File: src/hdl/ltm_pkg.sv
// Shared types, constants and character-class helpers for the log line token masker.
// No dependencies; ltm_match, ltm_emit and the top unit import this package.
package ltm_pkg;

	localparam int WINDOW_DEPTH_DEF = 64;
	// Lengths and positions inside the window; covers window depths up to 255.
	localparam int LEN_W = 8;

	localparam logic [2:0] K_CHAR = 3'd0;
	localparam logic [2:0] K_HEX  = 3'd1;
	localparam logic [2:0] K_UUID = 3'd2;
	localparam logic [2:0] K_IP   = 3'd3;
	localparam logic [2:0] K_PID  = 3'd4;
	localparam logic [2:0] K_NUM  = 3'd5;
	localparam logic [2:0] K_EOL  = 3'd6;

	localparam logic [7:0] CH_ZERO  = 8'h30;
	localparam logic [7:0] CH_X     = 8'h78;
	localparam logic [7:0] CH_DASH  = 8'h2d;
	localparam logic [7:0] CH_DOT   = 8'h2e;
	localparam logic [7:0] CH_SPACE = 8'h20;
	localparam logic [7:0] CH_LSQ   = 8'h5b;
	localparam logic [7:0] CH_RSQ   = 8'h5d;
	localparam logic [7:0] CH_LRD   = 8'h28;
	localparam logic [7:0] CH_RRD   = 8'h29;

	localparam logic [3:0] UUID_LAST_LEN = 4'd12;

	typedef enum logic [2:0] {
		M_IDLE,
		M_HEX,
		M_NUM,
		M_PID_SQ,
		M_PID_RD
	} mode_t;

	typedef enum logic [3:0] {
		S_IDLE,
		S_FEED,
		S_POPEN,
		S_PNUM,
		S_PTOK,
		S_APPEND,
		S_SCAN,
		S_EVAL,
		S_DECIDE,
		S_POST,
		S_EOL,
		S_FLUSH
	} seq_state_t;

	typedef enum logic [2:0] {
		OP_NONE,
		OP_CHAR,
		OP_TOK,
		OP_EOL,
		OP_FLUSH
	} emit_op_t;

	typedef enum logic [1:0] {
		R_FAIL,
		R_WAIT,
		R_LONG,
		R_HIT
	} res_code_t;

	typedef struct packed {
		emit_op_t   op;
		logic [2:0] kind;
		logic [7:0] ch;
	} emit_req_t;

	typedef struct packed {
		res_code_t        code;
		logic [LEN_W-1:0] len;
	} mres_t;

	typedef struct packed {
		mres_t      hex;
		mres_t      uuid;
		mres_t      ip;
		mres_t      pid;
		mres_t      num;
		logic [7:0] c0;
		logic       all_done;
	} match_res_t;

	function automatic logic is_dig(input logic [7:0] c);
		return (c >= 8'h30) && (c <= 8'h39);
	endfunction

	function automatic logic is_hexc(input logic [7:0] c);
		return is_dig(c) || ((c >= 8'h61) && (c <= 8'h66));
	endfunction

	function automatic logic is_ws(input logic [7:0] c);
		return (c == CH_SPACE) || ((c >= 8'h09) && (c <= 8'h0d));
	endfunction

	function automatic logic [3:0] uuid_glen(input logic [2:0] g);
		logic [3:0] r;
		r = (g == 3'd0) ? 4'd8 : ((g == 3'd4) ? UUID_LAST_LEN : 4'd4);
		return r;
	endfunction

endpackage

File: src/hdl/ltm_if.sv
// Handshake channels of the token masker: raw line bytes in, tokens out.
// Depends on nothing.
interface ltm_in_if;
	logic       valid;
	logic       ready;
	logic [7:0] ch;
	logic       end_of_line;
	modport source(output valid, ch, end_of_line, input ready);
	modport sink(input valid, ch, end_of_line, output ready);
endinterface

interface ltm_out_if;
	logic       valid;
	logic       ready;
	logic [2:0] kind;
	logic [7:0] out_char;
	logic       last_of_run;
	modport source(output valid, kind, out_char, last_of_run, input ready);
	modport sink(input valid, kind, out_char, last_of_run, output ready);
endinterface

File: src/hdl/ltm_ram.sv
// Generic single-write, single-read RAM with registered read data.
// No dependencies.
module ltm_ram #(
	parameter int WIDTH = 8,
	parameter int DEPTH = 64
) (
	input  logic                     clk,
	input  logic                     we,
	input  logic [$clog2(DEPTH)-1:0] waddr,
	input  logic [WIDTH-1:0]         wdata,
	input  logic [$clog2(DEPTH)-1:0] raddr,
	output logic [WIDTH-1:0]         rdata
);

	logic [WIDTH-1:0] mem_q [DEPTH];

	always_ff @(posedge clk) begin
		if (we) begin
			mem_q[waddr] <= wdata;
		end
		rdata <= mem_q[raddr];
	end

endmodule

File: src/hdl/ltm_match.sv
// Streaming matchers for HEX, UUID, IP, PID and NUM over one window pass.
// Uses ltm_pkg; fed one window byte per cycle by the sequencer.
module ltm_match import ltm_pkg::*; (
	input  logic             clk,
	input  logic             arst_n,
	input  logic             clr,
	input  logic             vld,
	input  logic [7:0]       c,
	input  logic [LEN_W-1:0] pos,
	input  logic [LEN_W-1:0] fill,
	input  logic             cmpl,
	output match_res_t       res
);

	logic [1:0]       h_ph_q;
	logic             h_dn_q, h_hit_q;
	logic [LEN_W-1:0] h_len_q;
	logic [2:0]       u_g_q;
	logic [3:0]       u_n_q;
	logic             u_dn_q, u_hit_q;
	logic [LEN_W-1:0] u_len_q;
	logic [1:0]       i_g_q, i_n_q;
	logic             i_dw_q, i_dn_q, i_hit_q;
	logic [LEN_W-1:0] i_len_q;
	logic             p_ph_q, p_dn_q, p_hit_q;
	logic [7:0]       p_close_q;
	logic [LEN_W-1:0] p_len_q;
	logic             n_ph_q, n_dn_q, n_hit_q;
	logic [LEN_W-1:0] n_len_q;
	logic [7:0]       c0_q;

	always_ff @(posedge clk or negedge arst_n) begin
		if (!arst_n) begin
			h_ph_q <= '0; h_dn_q <= 1'b0; h_hit_q <= 1'b0;
			u_g_q <= '0; u_n_q <= '0; u_dn_q <= 1'b0; u_hit_q <= 1'b0;
			i_g_q <= '0; i_n_q <= '0; i_dw_q <= 1'b0; i_dn_q <= 1'b0; i_hit_q <= 1'b0;
			p_ph_q <= 1'b0; p_dn_q <= 1'b0; p_hit_q <= 1'b0;
			n_ph_q <= 1'b0; n_dn_q <= 1'b0; n_hit_q <= 1'b0;
		end else if (clr) begin
			h_ph_q <= '0; h_dn_q <= 1'b0; h_hit_q <= 1'b0;
			u_g_q <= '0; u_n_q <= '0; u_dn_q <= 1'b0; u_hit_q <= 1'b0;
			i_g_q <= '0; i_n_q <= '0; i_dw_q <= 1'b0; i_dn_q <= 1'b0; i_hit_q <= 1'b0;
			p_ph_q <= 1'b0; p_dn_q <= 1'b0; p_hit_q <= 1'b0;
			n_ph_q <= 1'b0; n_dn_q <= 1'b0; n_hit_q <= 1'b0;
		end else if (vld) begin
			// hex: '0' 'x' then a run of hex digits
			if (!h_dn_q) begin
				case (h_ph_q)
					2'd0: if (c == CH_ZERO) h_ph_q <= 2'd1; else h_dn_q <= 1'b1;
					2'd1: if (c == CH_X) h_ph_q <= 2'd2; else h_dn_q <= 1'b1;
					2'd2: if (is_hexc(c)) h_ph_q <= 2'd3; else h_dn_q <= 1'b1;
					default: begin
						if (!is_hexc(c)) begin
							h_dn_q  <= 1'b1;
							h_hit_q <= 1'b1;
						end
					end
				endcase
			end
			// uuid: each group ends on the first non-hex byte
			if (!u_dn_q) begin
				if (is_hexc(c)) begin
					if (u_n_q == uuid_glen(u_g_q)) u_dn_q <= 1'b1;
					else u_n_q <= u_n_q + 4'd1;
				end else if (u_n_q != uuid_glen(u_g_q)) begin
					u_dn_q <= 1'b1;
				end else if (u_g_q == 3'd4) begin
					u_dn_q  <= 1'b1;
					u_hit_q <= 1'b1;
				end else if (c == CH_DASH) begin
					u_g_q <= u_g_q + 3'd1;
					u_n_q <= '0;
				end else begin
					u_dn_q <= 1'b1;
				end
			end
			// ip: four dotted groups, then reject a trailing dot plus digit
			if (!i_dn_q) begin
				if (i_dw_q) begin
					i_dn_q  <= 1'b1;
					i_hit_q <= !is_dig(c);
				end else if (is_dig(c)) begin
					if (i_n_q == 2'd3) i_dn_q <= 1'b1;
					else i_n_q <= i_n_q + 2'd1;
				end else if (i_n_q == 2'd0) begin
					i_dn_q <= 1'b1;
				end else if (i_g_q != 2'd3) begin
					if (c == CH_DOT) begin
						i_g_q <= i_g_q + 2'd1;
						i_n_q <= '0;
					end else begin
						i_dn_q <= 1'b1;
					end
				end else if (c == CH_DOT) begin
					i_dw_q <= 1'b1;
				end else begin
					i_dn_q  <= 1'b1;
					i_hit_q <= 1'b1;
				end
			end
			// pid: bracket, digits, matching close
			if (!p_dn_q) begin
				if (!p_ph_q) begin
					if (c == CH_LSQ || c == CH_LRD) p_ph_q <= 1'b1;
					else p_dn_q <= 1'b1;
				end else if (!is_dig(c)) begin
					p_dn_q  <= 1'b1;
					p_hit_q <= (pos != LEN_W'(1)) && (c == p_close_q);
				end
			end
			// num: plain digit run
			if (!n_dn_q) begin
				if (!n_ph_q) begin
					if (is_dig(c)) n_ph_q <= 1'b1;
					else n_dn_q <= 1'b1;
				end else if (!is_dig(c)) begin
					n_dn_q  <= 1'b1;
					n_hit_q <= 1'b1;
				end
			end
		end
	end

	// Payload side: lengths and the first byte need no reset.
	always_ff @(posedge clk) begin
		if (vld && !clr) begin
			if (pos == '0) begin
				c0_q      <= c;
				p_close_q <= (c == CH_LSQ) ? CH_RSQ : CH_RRD;
			end
			h_len_q <= pos;
			u_len_q <= pos;
			n_len_q <= pos;
			p_len_q <= pos + LEN_W'(1);
			if (!i_dn_q && !i_dw_q) begin
				i_len_q <= pos;
			end
		end
	end

	logic h_fz, u_fz, n_fz;

	// Freeze the length copies once a matcher has decided.
	assign h_fz = h_dn_q;
	assign u_fz = u_dn_q;
	assign n_fz = n_dn_q;

	logic [LEN_W-1:0] h_lk_q, u_lk_q, n_lk_q, p_lk_q;

	always_ff @(posedge clk) begin
		if (vld && !clr) begin
			if (!h_fz) h_lk_q <= pos;
			if (!u_fz) u_lk_q <= pos;
			if (!n_fz) n_lk_q <= pos;
			if (!p_dn_q) p_lk_q <= pos + LEN_W'(1);
		end
	end

	always_comb begin
		res = '0;
		res.c0 = c0_q;
		res.all_done = h_dn_q && u_dn_q && i_dn_q && p_dn_q && n_dn_q;

		if (h_dn_q) res.hex = h_hit_q ? '{R_HIT, h_lk_q} : '{R_FAIL, '0};
		else if (h_ph_q == 2'd3) res.hex = '{R_HIT, fill};
		else res.hex = cmpl ? '{R_FAIL, '0} : '{R_WAIT, '0};

		if (u_dn_q) res.uuid = u_hit_q ? '{R_HIT, u_lk_q} : '{R_FAIL, '0};
		else if (!cmpl) res.uuid = '{R_WAIT, '0};
		else if (u_g_q == 3'd4 && u_n_q == UUID_LAST_LEN) res.uuid = '{R_HIT, fill};
		else res.uuid = '{R_FAIL, '0};

		if (i_dn_q) res.ip = i_hit_q ? '{R_HIT, i_len_q} : '{R_FAIL, '0};
		else if (!cmpl) res.ip = '{R_WAIT, '0};
		else if (i_dw_q) res.ip = '{R_HIT, i_len_q};
		else if (i_g_q == 2'd3 && i_n_q != 2'd0) res.ip = '{R_HIT, fill};
		else res.ip = '{R_FAIL, '0};

		if (p_dn_q) res.pid = p_hit_q ? '{R_HIT, p_lk_q} : '{R_FAIL, '0};
		else if (cmpl) res.pid = '{R_FAIL, '0};
		else if (fill >= LEN_W'(10)) res.pid = '{R_LONG, '0};
		else res.pid = '{R_WAIT, '0};

		if (n_dn_q) res.num = n_hit_q ? '{R_HIT, n_lk_q} : '{R_FAIL, '0};
		else res.num = '{R_HIT, fill};
	end

	logic unused_lens;
	assign unused_lens = ^{h_len_q, u_len_q, n_len_q, p_len_q};

endmodule

File: src/hdl/ltm_emit.sv
// Result emitter: whitespace folding, one pending slot to mark the last result,
// and the output register. Uses ltm_pkg and ltm_out_if.
module ltm_emit import ltm_pkg::*; (
	input  logic        clk,
	input  logic        arst_n,
	input  emit_req_t   req,
	output logic        ack,
	ltm_out_if.source   token_out
);

	logic       pv_q, ov_q, psp_q, any_q;
	logic [2:0] pk_q, ok_q;
	logic [7:0] pc_q, oc_q;
	logic       ol_q;

	logic       pv_n, ov_n, psp_n, any_n, ol_n;
	logic [2:0] pk_n, ok_n;
	logic [7:0] pc_n, oc_n;
	logic       mv, pok, push, fl, vis;
	logic [2:0] push_k;
	logic [7:0] push_c;

	assign mv  = !ov_q || token_out.ready;
	assign pok = !pv_q || mv;

	always_comb begin
		pv_n = pv_q; ov_n = ov_q; psp_n = psp_q; any_n = any_q;
		pk_n = pk_q; pc_n = pc_q; ok_n = ok_q; oc_n = oc_q; ol_n = ol_q;
		ack = 1'b0; push = 1'b0; fl = 1'b0;
		push_k = K_CHAR; push_c = '0;
		vis = !(req.op == OP_CHAR && is_ws(req.ch));
		if (ov_q && token_out.ready) ov_n = 1'b0;

		case (req.op)
			OP_CHAR, OP_TOK: begin
				if (!vis) begin
					psp_n = 1'b1;
					ack = 1'b1;
				end else if (pok) begin
					psp_n = 1'b0;
					push = 1'b1;
					if (psp_q && any_q) begin
						// separator first; the token is not acknowledged yet and follows it
						push_k = K_CHAR;
						push_c = CH_SPACE;
					end else begin
						push_k = req.kind;
						push_c = (req.op == OP_CHAR) ? req.ch : 8'h00;
						any_n = 1'b1;
						ack = 1'b1;
					end
				end
			end
			OP_EOL: begin
				if (pok) begin
					push = 1'b1;
					push_k = K_EOL;
					psp_n = 1'b0;
					any_n = 1'b0;
					ack = 1'b1;
				end
			end
			OP_FLUSH: begin
				if (!pv_q) begin
					ack = 1'b1;
				end else if (mv) begin
					fl = 1'b1;
					ack = 1'b1;
				end
			end
			default: ;
		endcase

		if (push) begin
			if (pv_q) begin
				ov_n = 1'b1; ok_n = pk_q; oc_n = pc_q; ol_n = 1'b0;
			end
			pv_n = 1'b1; pk_n = push_k; pc_n = push_c;
		end
		if (fl) begin
			ov_n = 1'b1; ok_n = pk_q; oc_n = pc_q; ol_n = 1'b1;
			pv_n = 1'b0;
		end
	end

	always_ff @(posedge clk or negedge arst_n) begin
		if (!arst_n) begin
			pv_q <= 1'b0; ov_q <= 1'b0; psp_q <= 1'b0; any_q <= 1'b0;
		end else begin
			pv_q <= pv_n; ov_q <= ov_n; psp_q <= psp_n; any_q <= any_n;
		end
	end

	always_ff @(posedge clk) begin
		pk_q <= pk_n; pc_q <= pc_n; ok_q <= ok_n; oc_q <= oc_n; ol_q <= ol_n;
	end

	assign token_out.valid       = ov_q;
	assign token_out.kind        = ok_q;
	assign token_out.out_char    = oc_q;
	assign token_out.last_of_run = ol_q;

endmodule

File: src/hdl/log_line_token_masker_unit.sv
// Log line token masker: one byte per transaction in, tokens out.
// A byte is taken only while idle and runs one window pass per decision; a pass makes
// one window RAM read per byte held in the window, so bytes held in the window
// are rescanned; end of line adds one more pass and the end token.
// A decided result passes through the pending slot and then the output register.
// Reset: asynchronous; window empty, no mode, no pending space. Window RAM is not cleared.
module log_line_token_masker_unit import ltm_pkg::*; #(
	parameter int WINDOW_DEPTH = WINDOW_DEPTH_DEF
) (
	input  logic      clk,
	input  logic      arst_n,
	ltm_in_if.sink    line_in,
	ltm_out_if.source token_out
);

	localparam int AW = $clog2(WINDOW_DEPTH);
	localparam int FW = $clog2(WINDOW_DEPTH + 1);
	localparam int SW = AW + 1;

	seq_state_t     st_q, st_n;
	mode_t          mode_q, mode_n;
	logic [7:0]     run_q, run_n;
	logic [AW-1:0]  hd_q, hd_n;
	logic [FW-1:0]  fill_q, fill_n, idx_q, idx_n;
	logic           eol_q, eol_n, cmpl_q, cmpl_n;
	logic [7:0]     c_q, c_n, lc;

	logic           ram_we;
	logic [AW-1:0]  ram_wa, ram_ra;
	logic [7:0]     ram_rd;
	logic [FW-1:0]  rd_idx, dlen;
	logic           do_drop;

	logic           mclr, mvld;
	match_res_t     mres;
	emit_req_t      req;
	logic           ack;
	logic [LEN_W-1:0] fill8;
	logic [7:0]     po_open;
	logic           last_byte;

	function automatic logic [AW-1:0] wrap_add(input logic [AW-1:0] base,
	                                           input logic [FW-1:0] k);
		logic [SW-1:0] s;
		s = SW'(base) + SW'(k);
		if (s >= SW'(WINDOW_DEPTH)) s = s - SW'(WINDOW_DEPTH);
		return s[AW-1:0];
	endfunction

	ltm_ram #(.WIDTH(8), .DEPTH(WINDOW_DEPTH)) u_win (
		.clk(clk), .we(ram_we), .waddr(ram_wa), .wdata(c_q), .raddr(ram_ra), .rdata(ram_rd)
	);

	ltm_match u_match (
		.clk(clk), .arst_n(arst_n), .clr(mclr), .vld(mvld), .c(ram_rd),
		.pos(LEN_W'(idx_q)), .fill(fill8), .cmpl(cmpl_q), .res(mres)
	);

	ltm_emit u_emit (
		.clk(clk), .arst_n(arst_n), .req(req), .ack(ack), .token_out(token_out)
	);

	assign fill8   = LEN_W'(fill_q);
	assign lc      = (line_in.ch >= 8'h41 && line_in.ch <= 8'h5a) ? line_in.ch + 8'd32
	                                                               : line_in.ch;
	assign po_open = (mode_q == M_PID_SQ) ? CH_LSQ : CH_LRD;
	assign rd_idx  = (st_q == S_EVAL) ? FW'(idx_q + 1'b1) : '0;
	assign ram_ra  = wrap_add(hd_q, rd_idx);
	assign ram_wa  = wrap_add(hd_q, fill_q);
	assign last_byte = (FW'(idx_q + 1'b1) == fill_q);
	assign line_in.ready = (st_q == S_IDLE);

	always_comb begin
		st_n = st_q; mode_n = mode_q; run_n = run_q; hd_n = hd_q; fill_n = fill_q;
		idx_n = idx_q; eol_n = eol_q; cmpl_n = cmpl_q; c_n = c_q;
		ram_we = 1'b0; mclr = 1'b0; mvld = 1'b0; do_drop = 1'b0; dlen = '0;
		req = '{op: OP_NONE, kind: K_CHAR, ch: 8'h00};

		case (st_q)
			S_IDLE: begin
				if (line_in.valid) begin
					c_n = lc;
					eol_n = line_in.end_of_line;
					cmpl_n = 1'b0;
					st_n = S_FEED;
				end
			end
			S_FEED: begin
				case (mode_q)
					M_HEX: begin
						if (is_hexc(c_q)) st_n = S_POST;
						else begin mode_n = M_IDLE; st_n = S_APPEND; end
					end
					M_NUM: begin
						if (is_dig(c_q)) st_n = S_POST;
						else begin mode_n = M_IDLE; st_n = S_APPEND; end
					end
					M_PID_SQ, M_PID_RD: begin
						if (is_dig(c_q)) begin
							if (run_q != 8'hff) run_n = run_q + 8'd1;
							st_n = S_POST;
						end else if ((mode_q == M_PID_SQ && c_q == CH_RSQ) ||
						             (mode_q == M_PID_RD && c_q == CH_RRD)) begin
							st_n = S_PTOK;
						end else begin
							st_n = S_POPEN;
						end
					end
					default: st_n = S_APPEND;
				endcase
			end
			S_PTOK: begin
				req = '{op: OP_TOK, kind: K_PID, ch: 8'h00};
				if (ack) begin mode_n = M_IDLE; run_n = '0; st_n = S_POST; end
			end
			S_POPEN: begin
				req = '{op: OP_CHAR, kind: K_CHAR, ch: po_open};
				if (ack) st_n = S_PNUM;
			end
			S_PNUM: begin
				req = '{op: OP_TOK, kind: K_NUM, ch: 8'h00};
				if (ack) begin
					mode_n = M_IDLE;
					run_n = '0;
					st_n = cmpl_q ? S_EOL : S_APPEND;
				end
			end
			S_APPEND: begin
				ram_we = 1'b1;
				fill_n = fill_q + 1'b1;
				st_n = S_SCAN;
			end
			S_SCAN: begin
				if (fill_q == '0) st_n = S_POST;
				else begin
					mclr = 1'b1;
					idx_n = '0;
					st_n = S_EVAL;
				end
			end
			S_EVAL: begin
				if (mres.all_done) st_n = S_DECIDE;
				else begin
					mvld = 1'b1;
					if (last_byte) st_n = S_DECIDE;
					else idx_n = FW'(idx_q + 1'b1);
				end
			end
			S_DECIDE: begin
				if (mres.hex.code == R_WAIT) st_n = S_POST;
				else if (mres.hex.code == R_HIT) begin
					req = '{op: OP_TOK, kind: K_HEX, ch: 8'h00};
					if (ack) begin
						if (mres.hex.len == fill8 && !cmpl_q) begin
							fill_n = '0; mode_n = M_HEX; st_n = S_POST;
						end else begin
							do_drop = 1'b1; dlen = FW'(mres.hex.len); st_n = S_SCAN;
						end
					end
				end else if (mres.uuid.code == R_WAIT) st_n = S_POST;
				else if (mres.uuid.code == R_HIT) begin
					req = '{op: OP_TOK, kind: K_UUID, ch: 8'h00};
					if (ack) begin do_drop = 1'b1; dlen = FW'(mres.uuid.len); st_n = S_SCAN; end
				end else if (mres.ip.code == R_WAIT) st_n = S_POST;
				else if (mres.ip.code == R_HIT) begin
					req = '{op: OP_TOK, kind: K_IP, ch: 8'h00};
					if (ack) begin do_drop = 1'b1; dlen = FW'(mres.ip.len); st_n = S_SCAN; end
				end else if (mres.pid.code == R_WAIT) st_n = S_POST;
				else if (mres.pid.code == R_LONG) begin
					// count the digits from here on instead of buffering them
					run_n = 8'(fill8 - LEN_W'(1));
					mode_n = (mres.c0 == CH_LSQ) ? M_PID_SQ : M_PID_RD;
					fill_n = '0;
					st_n = S_POST;
				end else if (mres.pid.code == R_HIT) begin
					req = '{op: OP_TOK, kind: K_PID, ch: 8'h00};
					if (ack) begin do_drop = 1'b1; dlen = FW'(mres.pid.len); st_n = S_SCAN; end
				end else if (mres.num.code == R_HIT) begin
					req = '{op: OP_TOK, kind: K_NUM, ch: 8'h00};
					if (ack) begin
						if (mres.num.len == fill8 && !cmpl_q) begin
							fill_n = '0; mode_n = M_NUM; st_n = S_POST;
						end else begin
							do_drop = 1'b1; dlen = FW'(mres.num.len); st_n = S_SCAN;
						end
					end
				end else begin
					req = '{op: OP_CHAR, kind: K_CHAR, ch: mres.c0};
					if (ack) begin do_drop = 1'b1; dlen = FW'(1); st_n = S_SCAN; end
				end
			end
			S_POST: begin
				if (eol_q && !cmpl_q) begin
					cmpl_n = 1'b1;
					st_n = S_SCAN;
				end else if (eol_q) begin
					st_n = (mode_q == M_PID_SQ || mode_q == M_PID_RD) ? S_POPEN : S_EOL;
				end else begin
					st_n = S_FLUSH;
				end
			end
			S_EOL: begin
				req = '{op: OP_EOL, kind: K_EOL, ch: 8'h00};
				if (ack) begin
					fill_n = '0; mode_n = M_IDLE; run_n = '0; st_n = S_FLUSH;
				end
			end
			S_FLUSH: begin
				req = '{op: OP_FLUSH, kind: K_CHAR, ch: 8'h00};
				if (ack) begin cmpl_n = 1'b0; st_n = S_IDLE; end
			end
			default: st_n = S_IDLE;
		endcase

		if (do_drop) begin
			hd_n = wrap_add(hd_q, dlen);
			fill_n = fill_q - dlen;
		end
	end

	always_ff @(posedge clk or negedge arst_n) begin
		if (!arst_n) begin
			st_q <= S_IDLE; mode_q <= M_IDLE; run_q <= '0; hd_q <= '0; fill_q <= '0;
			idx_q <= '0; eol_q <= 1'b0; cmpl_q <= 1'b0;
		end else begin
			st_q <= st_n; mode_q <= mode_n; run_q <= run_n; hd_q <= hd_n; fill_q <= fill_n;
			idx_q <= idx_n; eol_q <= eol_n; cmpl_q <= cmpl_n;
		end
	end

	always_ff @(posedge clk) begin
		c_q <= c_n;
	end

endmodule
File: src/flat_wrapper.sv
// flat-port wrapper written by rule: the top's interface ports become plain ports
module log_line_token_masker_unit_flat import ltm_pkg::*;
#(
	parameter int WINDOW_DEPTH = WINDOW_DEPTH_DEF
)
  (clk, arst_n, line_in_valid, line_in_ch, line_in_end_of_line, line_in_ready, token_out_valid, token_out_kind, token_out_out_char, token_out_last_of_run, token_out_ready);
  ltm_in_if line_in_i ();
  ltm_out_if token_out_i ();
  input  logic clk;
  input  logic arst_n;
  input wire logic [$bits(line_in_i.valid)-1:0] line_in_valid;
  input wire logic [$bits(line_in_i.ch)-1:0] line_in_ch;
  input wire logic [$bits(line_in_i.end_of_line)-1:0] line_in_end_of_line;
  output wire logic [$bits(line_in_i.ready)-1:0] line_in_ready;
  output wire logic [$bits(token_out_i.valid)-1:0] token_out_valid;
  output wire logic [$bits(token_out_i.kind)-1:0] token_out_kind;
  output wire logic [$bits(token_out_i.out_char)-1:0] token_out_out_char;
  output wire logic [$bits(token_out_i.last_of_run)-1:0] token_out_last_of_run;
  input wire logic [$bits(token_out_i.ready)-1:0] token_out_ready;
  assign line_in_i.valid = line_in_valid;
  assign line_in_i.ch = line_in_ch;
  assign line_in_i.end_of_line = line_in_end_of_line;
  assign line_in_ready = line_in_i.ready;
  assign token_out_valid = token_out_i.valid;
  assign token_out_kind = token_out_i.kind;
  assign token_out_out_char = token_out_i.out_char;
  assign token_out_last_of_run = token_out_i.last_of_run;
  assign token_out_i.ready = token_out_ready;
  log_line_token_masker_unit #(.WINDOW_DEPTH(WINDOW_DEPTH)) u_core (.clk(clk), .arst_n(arst_n), .line_in(line_in_i), .token_out(token_out_i));
endmodule
File: config.mk
export PLATFORM = sky130hd
export DESIGN_NAME = log_line_token_masker_unit_flat
export DESIGN_NICKNAME = d
export VERILOG_FILES = /design/src/hdl/ltm_pkg.sv /design/src/hdl/ltm_if.sv /design/src/hdl/ltm_ram.sv /design/src/hdl/ltm_match.sv /design/src/hdl/ltm_emit.sv /design/src/hdl/log_line_token_masker_unit.sv /design/src/flat_wrapper.sv
export SDC_FILE = /design/constraint.sdc
export NUM_CORES = 1
export LEC_CHECK = 0
export ABC_AREA = 1
export BUFFER_PORTS_ARGS = -buffer_cell sky130_fd_sc_hd__buf_2
export CAP_MARGIN = 20
export CORE_UTILIZATION = 62
export DETAILED_ROUTE_END_ITERATION = 6
export GPL_TIMING_DRIVEN = 1
export PLACE_DENSITY = 0.84
export SETUP_SLACK_MARGIN = 0.4
export SLEW_MARGIN = 20
export SYNTH_ARGS = -nofsm -noshare
export SYNTH_HDL_FRONTEND = slang
export SYNTH_HIERARCHICAL = 1
export SYNTH_SLANG_ARGS = --single-unit
File: constraint.sdc
create_clock -name clk -period 6.46 [get_ports clk]
set_clock_uncertainty 0.05 [all_clocks]
set_input_delay 1.292 -clock clk [delete_from_list [all_inputs] [get_ports clk]]
set_output_delay 1.292 -clock clk [all_outputs]
set_load 0.1 [all_outputs]
==> results of run 1 <==
-- through the flow --
| stage | util (%) | hold WS, ns | std cells | area [sq um] |
|---|---|---|---|---|
| 6_report | 68.8 | 0.368 | 3795 | 33800 |
| 5_1_grt | 68.8 | 0.373 | 3795 | 33800 |
| 4_1_cts | 68.4 | 0.369 | 3790 | 33600 |
| 3_5_place_dp | 64.2 | 0.355 | 3669 | 31600 |
| 3_3_place_gp | 64.2 | 0.360 | 3669 | 31600 |
| 2_1_floorplan | - | 0.350 | 3056 | 31000 |
-- worst max-delay path, delay by kind of cell (launching register included) --
kind	cells	cell delay, ns
XOR/XNOR	1	0.21
buffers and inverters	7	0.75
AND/OR/NAND/NOR	16	1.71
flip-flops	1	0.40
AO/OA/AOI/OAI	10	1.88
adder cells (fa/ha/maj)	2	0.55
-- cells in the final DEF, fill, tap and decap left out, types with 7 or more instances in the layout --
cell type / n
a21oi_1: 37
a22oi_1: 9
buf_2: 26
buf_4: 60
clkbuf_1: 15
clkbuf_16: 69
clkinv_1: 16
clkinv_2: 11
dfrtp_1: 59
dfxtp_1: 9
edfxtp_1: 589
ha_1: 41
inv_1: 181
inv_2: 23
nand2_1: 901
nand2_2: 15
nand3_1: 531
nand3_2: 7
nand4_1: 25
nor2_1: 187
nor2_2: 15
nor2_4: 9
nor3_1: 21
nor4_1: 12
o211ai_1: 9
o21ai_0: 78
o21ai_1: 13
o21ai_2: 10
o31ai_1: 7
xnor2_1: 13
xor2_1: 26
-- power by group --
part / total, mW / leakage [nW] / internal [mW] / switching [mW]
registers: 5.28 / 6.16 / 5.01 / 0.266
logic: 3.77 / 5.74 / 0.964 / 2.80
clock network: 3.67 / 1.01 / 2.07 / 1.60
-- path summary, 6_finish.rpt --
kind	startpoint	to	slack [ns]
setup / recovery	u_core/u_match/u_g_q[1]	u_core/fill_q[6]	0.83
hold / removal	u_core/u_emit/pc_q[7]	u_core/u_emit/token_out.out_char[7]	0.37
setup reg to reg	u_core/u_match/u_g_q[1]	u_core/fill_q[6]	0.83
hold reg to reg	u_core/u_emit/pc_q[7]	u_core/u_emit/token_out.out_char[7]	0.37
max in group asynchronous	arst_n	u_core/u_match/h_hit_q	4.90
min in group asynchronous	arst_n	u_core/u_emit/token_out.valid	0.80
-- metal layers --
layer / global-route usage [%] / up-vias / share of wire (%)
met1: 46.8 / 10926 / 38
met2: 50.0 / 1546 / 45
met3: 8.43 / 188 / 14
met5: 0 / - / 0
met4: 12.1 / 0 / 3.0
li1: - / 10561 / -
-- registers in the layout (all words and copies together) (netlist names), 8 cells and up --
| register | flops |
|---|---|
| u_core/u_win/mem_q | 512 |
| u_core/c_q | 8 |
| u_core/u_emit/pc_q | 8 |
| u_core/u_emit/token_out.out_char | 8 |
| u_core/u_match/c0_q | 8 |
| u_core/u_match/h_lk_q | 8 |
| u_core/u_match/n_lk_q | 8 |
| u_core/u_win/rdata | 8 |
-- layout make-up --
cell class,instances,area [sq um],area share (%)
tap,664,831,2.46
clock buffer,85,1800,5.31
sequential,657,19300,57.2
timing repair buffer,91,674,1.99
inverter,208,788,2.33
clock inverter,36,273,0.806
multi-input combinational,2054,10100,29.9
-- what timing repair did --
action / CTS / global route
resized for setup: 3 / 29
endpoints found under the setup margin: 4 / 9
setup buffers: 0 / 3
pin swaps: 0 / 4
gates cloned: 0 / 0
==> flow_metrics.tcl, run 1 <==
set metrics [dict create \
    core_area_sq_um 49200 \
    via_per_inst 6.12 \
    fin_setup_tns_ns 0 \
    route.detailed.drc 1 \
    hold_depth 0 \
    reg2reg_depth 36 \
    antenna_left 0 \
    clk_path_buf_depth 3 \
    grt_max_degree 181 \
    arrival_ns 6.09 \
    grt_pass1_vias 21965 \
    wl_per_cell_um 22.0 \
    pin_count 27 \
    finalPower_mw 12.7 \
    cts_tree "done" \
    holdBufCountCts 0 \
    cp.required_ns 6.92 \
    crit_path_top_delay_cell "dfrtp_1" \
    root_buffer "clkbuf_16" \
    worstSetupStartpointType "register" \
    crit_type "register to register" \
    rsz0062_at_grt "no" \
    cts_sinks 657 \
    avgSynthCellArea_sq_um 10.2 \
    antenna_found_initial 1 \
    powerDensity_nw_per_um2 376 \
    fin_crit_ns 5.63 \
    yosys_warnings 6 \
    die_h_um 226 \
    setup_viol 0 \
    violations "DRC" \
    dpl_worst_slack_ns 0.153 \
    grt_remaining_overflow 0 \
    crit_top_cell "inv_1" \
    clk_latency_ns 0.61 \
    io_buffer_count 26 \
    cap_violations 0 \
    fp.dieW_um 226 \
    slew_violations 0 \
    drt_wl_total_mm 83.4 \
    syn_inst 3052 \
    initial_core_util_pct 63.1 \
    globalRouteTotalUtil_pct 33.2 \
    critPathMaxStageDelay_ns 0.40 \
    fmax_mhz 178 \
    dp_hpwl_mm 53.9 \
    leakagePower_nw 12.9 \
    setup_slack_ns 0.831 \
    worst_pin_slew_ns 1.03 \
    clk_pin_slew_ns 0.06 \
    endpoint_kind "register" \
    maxSlewHeadroom_pct 30.7 \
    vias 23221 \
    final_nets 3139 \
    fillers 3434 \
    irDropWorstVdd_uv 287 \
    first_iter_violations 3650 \
    critPathMaxFanout 9 \
    numCtsBuffers 67 \
    status "finished, violations left" \
    finalCritPeriodShare_pct 87.1 \
    hold_class "register to register" \
    netlist_area_sq_um 31000 \
    diodes 0 \
    cts_max_level 3 \
    grt_pass1_wl_mm 126 \
    dr.pass1.iters 7 \
    drive_gt1_share_pct 9.52 \
    area_growth_pct 9.05 \
    finalHoldViolCount 0 \
    gp_congestion 0.984 \
    rows 81 \
    die_area_sq_um 50900 \
]
No activity file was read; power rests on OpenSTA's default activity.
==> inputs of run 2 (changes only) <==
--- a/config.mk
+++ b/config.mk
@@ -5,7 +5,6 @@
 export SDC_FILE = /design/constraint.sdc
 export NUM_CORES = 1
 export LEC_CHECK = 0
-export ABC_AREA = 1
 export BUFFER_PORTS_ARGS = -buffer_cell sky130_fd_sc_hd__buf_2
 export CAP_MARGIN = 20
 export CORE_UTILIZATION = 62
==> run 2 against run 1 <==
The flow still finishes with violations (DRC); register-to-register slack lost 0.17 ns; combinational power increased by 14%; global-route usage fell by 1.7 points; worst hold slack lost 0.0015 ns; synthesized cell count is 37% lower; worst setup slack got worse by 0.17 ns; sequential power barely moved; utilization up 1.4 points; final cell count shrank 30%; clock-buffer cell count is 4 higher; fmax shrank 2.9%; critical path type unchanged; largest cell class unchanged.
==> flow_metrics.tcl, run 2 <==
set metrics [dict create \
    cts_max_level 3 \
    cts_sinks 657 \
    powerDensity_nw_per_um2 405 \
    finalCritPeriodShare_pct 89.8 \
    comb_power_share_pct 32.2 \
    yosys_warnings 6 \
    critPathMaxStageDelay_ns 0.41 \
    globalRouteTotalUtil_pct 31.5 \
    clk_latency_ns 0.61 \
    dp_hpwl_mm 45.6 \
    gr-usage-met2_pct 52.0 \
    min_to "u_core/u_emit/token_out.out_char[3]" \
    grt_remaining_overflow 0 \
    p_sw_share_pct 35.8 \
    core_area_sq_um 47000 \
    root_buffer "clkbuf_16" \
    globalRouteMet3Util_pct 5.50 \
    dr.pass1.iters 7 \
    p_switching_mw 4.77 \
    hold_ws_ns 0.366 \
    violations "DRC" \
    worst_pin_slew_ns 1.06 \
    antenna_found_initial 0 \
    top_usage_layer "met2" \
    grt_pass1_wl_mm 115 \
    hold_class "register to register" \
    via_per_inst 7.05 \
    regMostFlops "u_core/u_win/mem_q" \
    reg2reg_depth 30 \
    initial_core_util_pct 63.5 \
    endpoint_kind "register" \
    p_int_mw 8.57 \
    area_growth_pct 10.6 \
    cap_violations 0 \
    r2r-end "u_core/fill_q[5]" \
    fin_crit_ns 5.80 \
    hold_depth 0 \
    critPathMaxFanout 10 \
    route.detailed.drc 1 \
    setup_viol 0 \
    syn_inst 1933 \
    leakagePower_nw 11.1 \
    clockPowerShare_pct 28.2 \
    drt_wl_total_mm 76.1 \
    drive_gt1_share_pct 19.9 \
    maxSlewHeadroom_pct 29.4 \
    die_h_um 221 \
    final_core_util_pct 70.2 \
    reg2reg_slack_ns 0.66 \
    layout_common_cells "edfxtp_1, nor2_1, mux4_2" \
    numCtsBuffers 66 \
    irDropWorstVdd_uv 369 \
    dpl_worst_slack_ns 0.210 \
    netlist_area_sq_um 29800 \
    finalHoldViolCount 0 \
    wl_per_cell_um 28.7 \
    fp.dieW_um 221 \
    first_iter_violations 2698 \
    avgSynthCellArea_sq_um 15.4 \
    critPathLaunch "u_core/u_match/u_g_q[1]" \
    grt_use_met1_pct 41.1 \
    holdBufCountCts 0 \
    hp-start "u_core/u_emit/pc_q[3]" \
    worstSetupStartpointType "register" \
    diodes 0 \
    vias 18693 \
    slew_violations 0 \
    crit_type "register to register" \
    crit_path_top_delay_cell "dfrtp_1" \
    largest_reg_flops 512 \
    grt_pass1_vias 18515 \
    fmax_mhz 172 \
    cp.required_ns 6.86 \
    rsz0062_at_grt "no" \
    r2r_start "u_core/u_match/u_g_q[1]" \
    final_nets 2054 \
    cts_tree "done" \
    clk_pin_slew_ns 0.06 \
    power_frac_seq_pct 39.6 \
    gp_congestion 0.940 \
    fin_setup_tns_ns 0 \
    status "finished, violations left" \
    io_buffer_count 26 \
    pin_count 27 \
    grt_max_degree 70 \
    setup_slack_ns 0.662 \
    clk_path_buf_depth 3 \
    final_common_cell "edfxtp_1" \
    die_area_sq_um 49000 \
    arrival_ns 6.20 \
    antenna_left 0 \
    rows 79 \
]
[run 2: cell count changes in the layout (fill, tap and decap cells not counted), sizes merged, moves of 21 or more]
cell | before | now
a22o | 4 | 31
and2 | 0 | 26
and3 | 1 | 22
inv | 209 | 50
mux2 | 3 | 34
mux2i | 0 | 31
mux4 | 0 | 126
nand2 | 919 | 90
nand2b | 0 | 22
nand3 | 540 | 43
nor2 | 211 | 166
nor2b | 0 | 28
o21ai | 102 | 67
xnor2 | 14 | 39
[run 2: final cells by class]
class                           count  area (sq um)
Tap cell                          607           759
Clock inverter                     28           289
Inverter                           50           190
Clock buffer                       89          1830
Multi-Input combinational cell   1137          9960
Fill cell                        2788         14000
Timing Repair Buffer               82           592
Sequential cell                   657         19300
[run 2: critical path: cells and delay by family, from the launching register on]
| family | cells | cell delay, ns |
|---|---|---|
| DFF | 1 | 0.41 |
| muxes | 1 | 0.35 |
| and+or+nand+nor | 13 | 2.36 |
| AOI/OAI and AO/OA | 11 | 1.54 |
| buffers and inverters | 3 | 0.42 |
| adders and majority gates | 2 | 0.52 |
[run 2: layer usage]
layer | share of wire, % | wire [um]
met1 | 37 | 27900
met2 | 49 | 37400
met3 | 8.9 | 6750
met4 | 5.3 | 4040
met5 | 0 | 0
[run 2: power groups by stage]
stage                     sequential, mW  combinational [mW]  clock (mW)
final                               5.28                4.29        3.77
after global routing                5.31                4.49        3.96
after CTS                           5.28                4.13        3.80
after detailed placement            5.36                4.03           0
after global placement              5.34                3.92           0
after floorplan                     5.63                2.55           0
[run 2: through the flow]
| step | power (mW) | cell area, sq um | cells |
|---|---|---|---|
| 2_1_floorplan | 8.17 | 29800 | 1938 |
| 3_3_place_gp | 9.27 | 30700 | 2529 |
| 3_5_place_dp | 9.39 | 30700 | 2529 |
| 4_1_cts | 13.2 | 32900 | 2648 |
| 5_1_grt | 13.8 | 33000 | 2650 |
| 6_report | 13.3 | 33000 | 2650 |
[run 2: worst max-delay path by stage]
stage                            end  slack, ns  depth (start not counted)
floorplan           u_core/fill_q[5]       0.66                         27
global placement    u_core/fill_q[6]       0.41                         27
detailed placement  u_core/fill_q[6]       0.21                         27
CTS                 u_core/fill_q[6]       0.38                         28
global route          u_core/hd_q[5]       0.37                         30
finish              u_core/fill_q[5]       0.66                         30
[run 2: what timing repair did]
item | CTS | global route
pin swaps | 2 | 3
gates resized for setup | 8 | 20
buffers inserted | 2 | 2
endpoints found under the setup margin | 3 | 7
endpoints found under the hold margin | 0 | 0
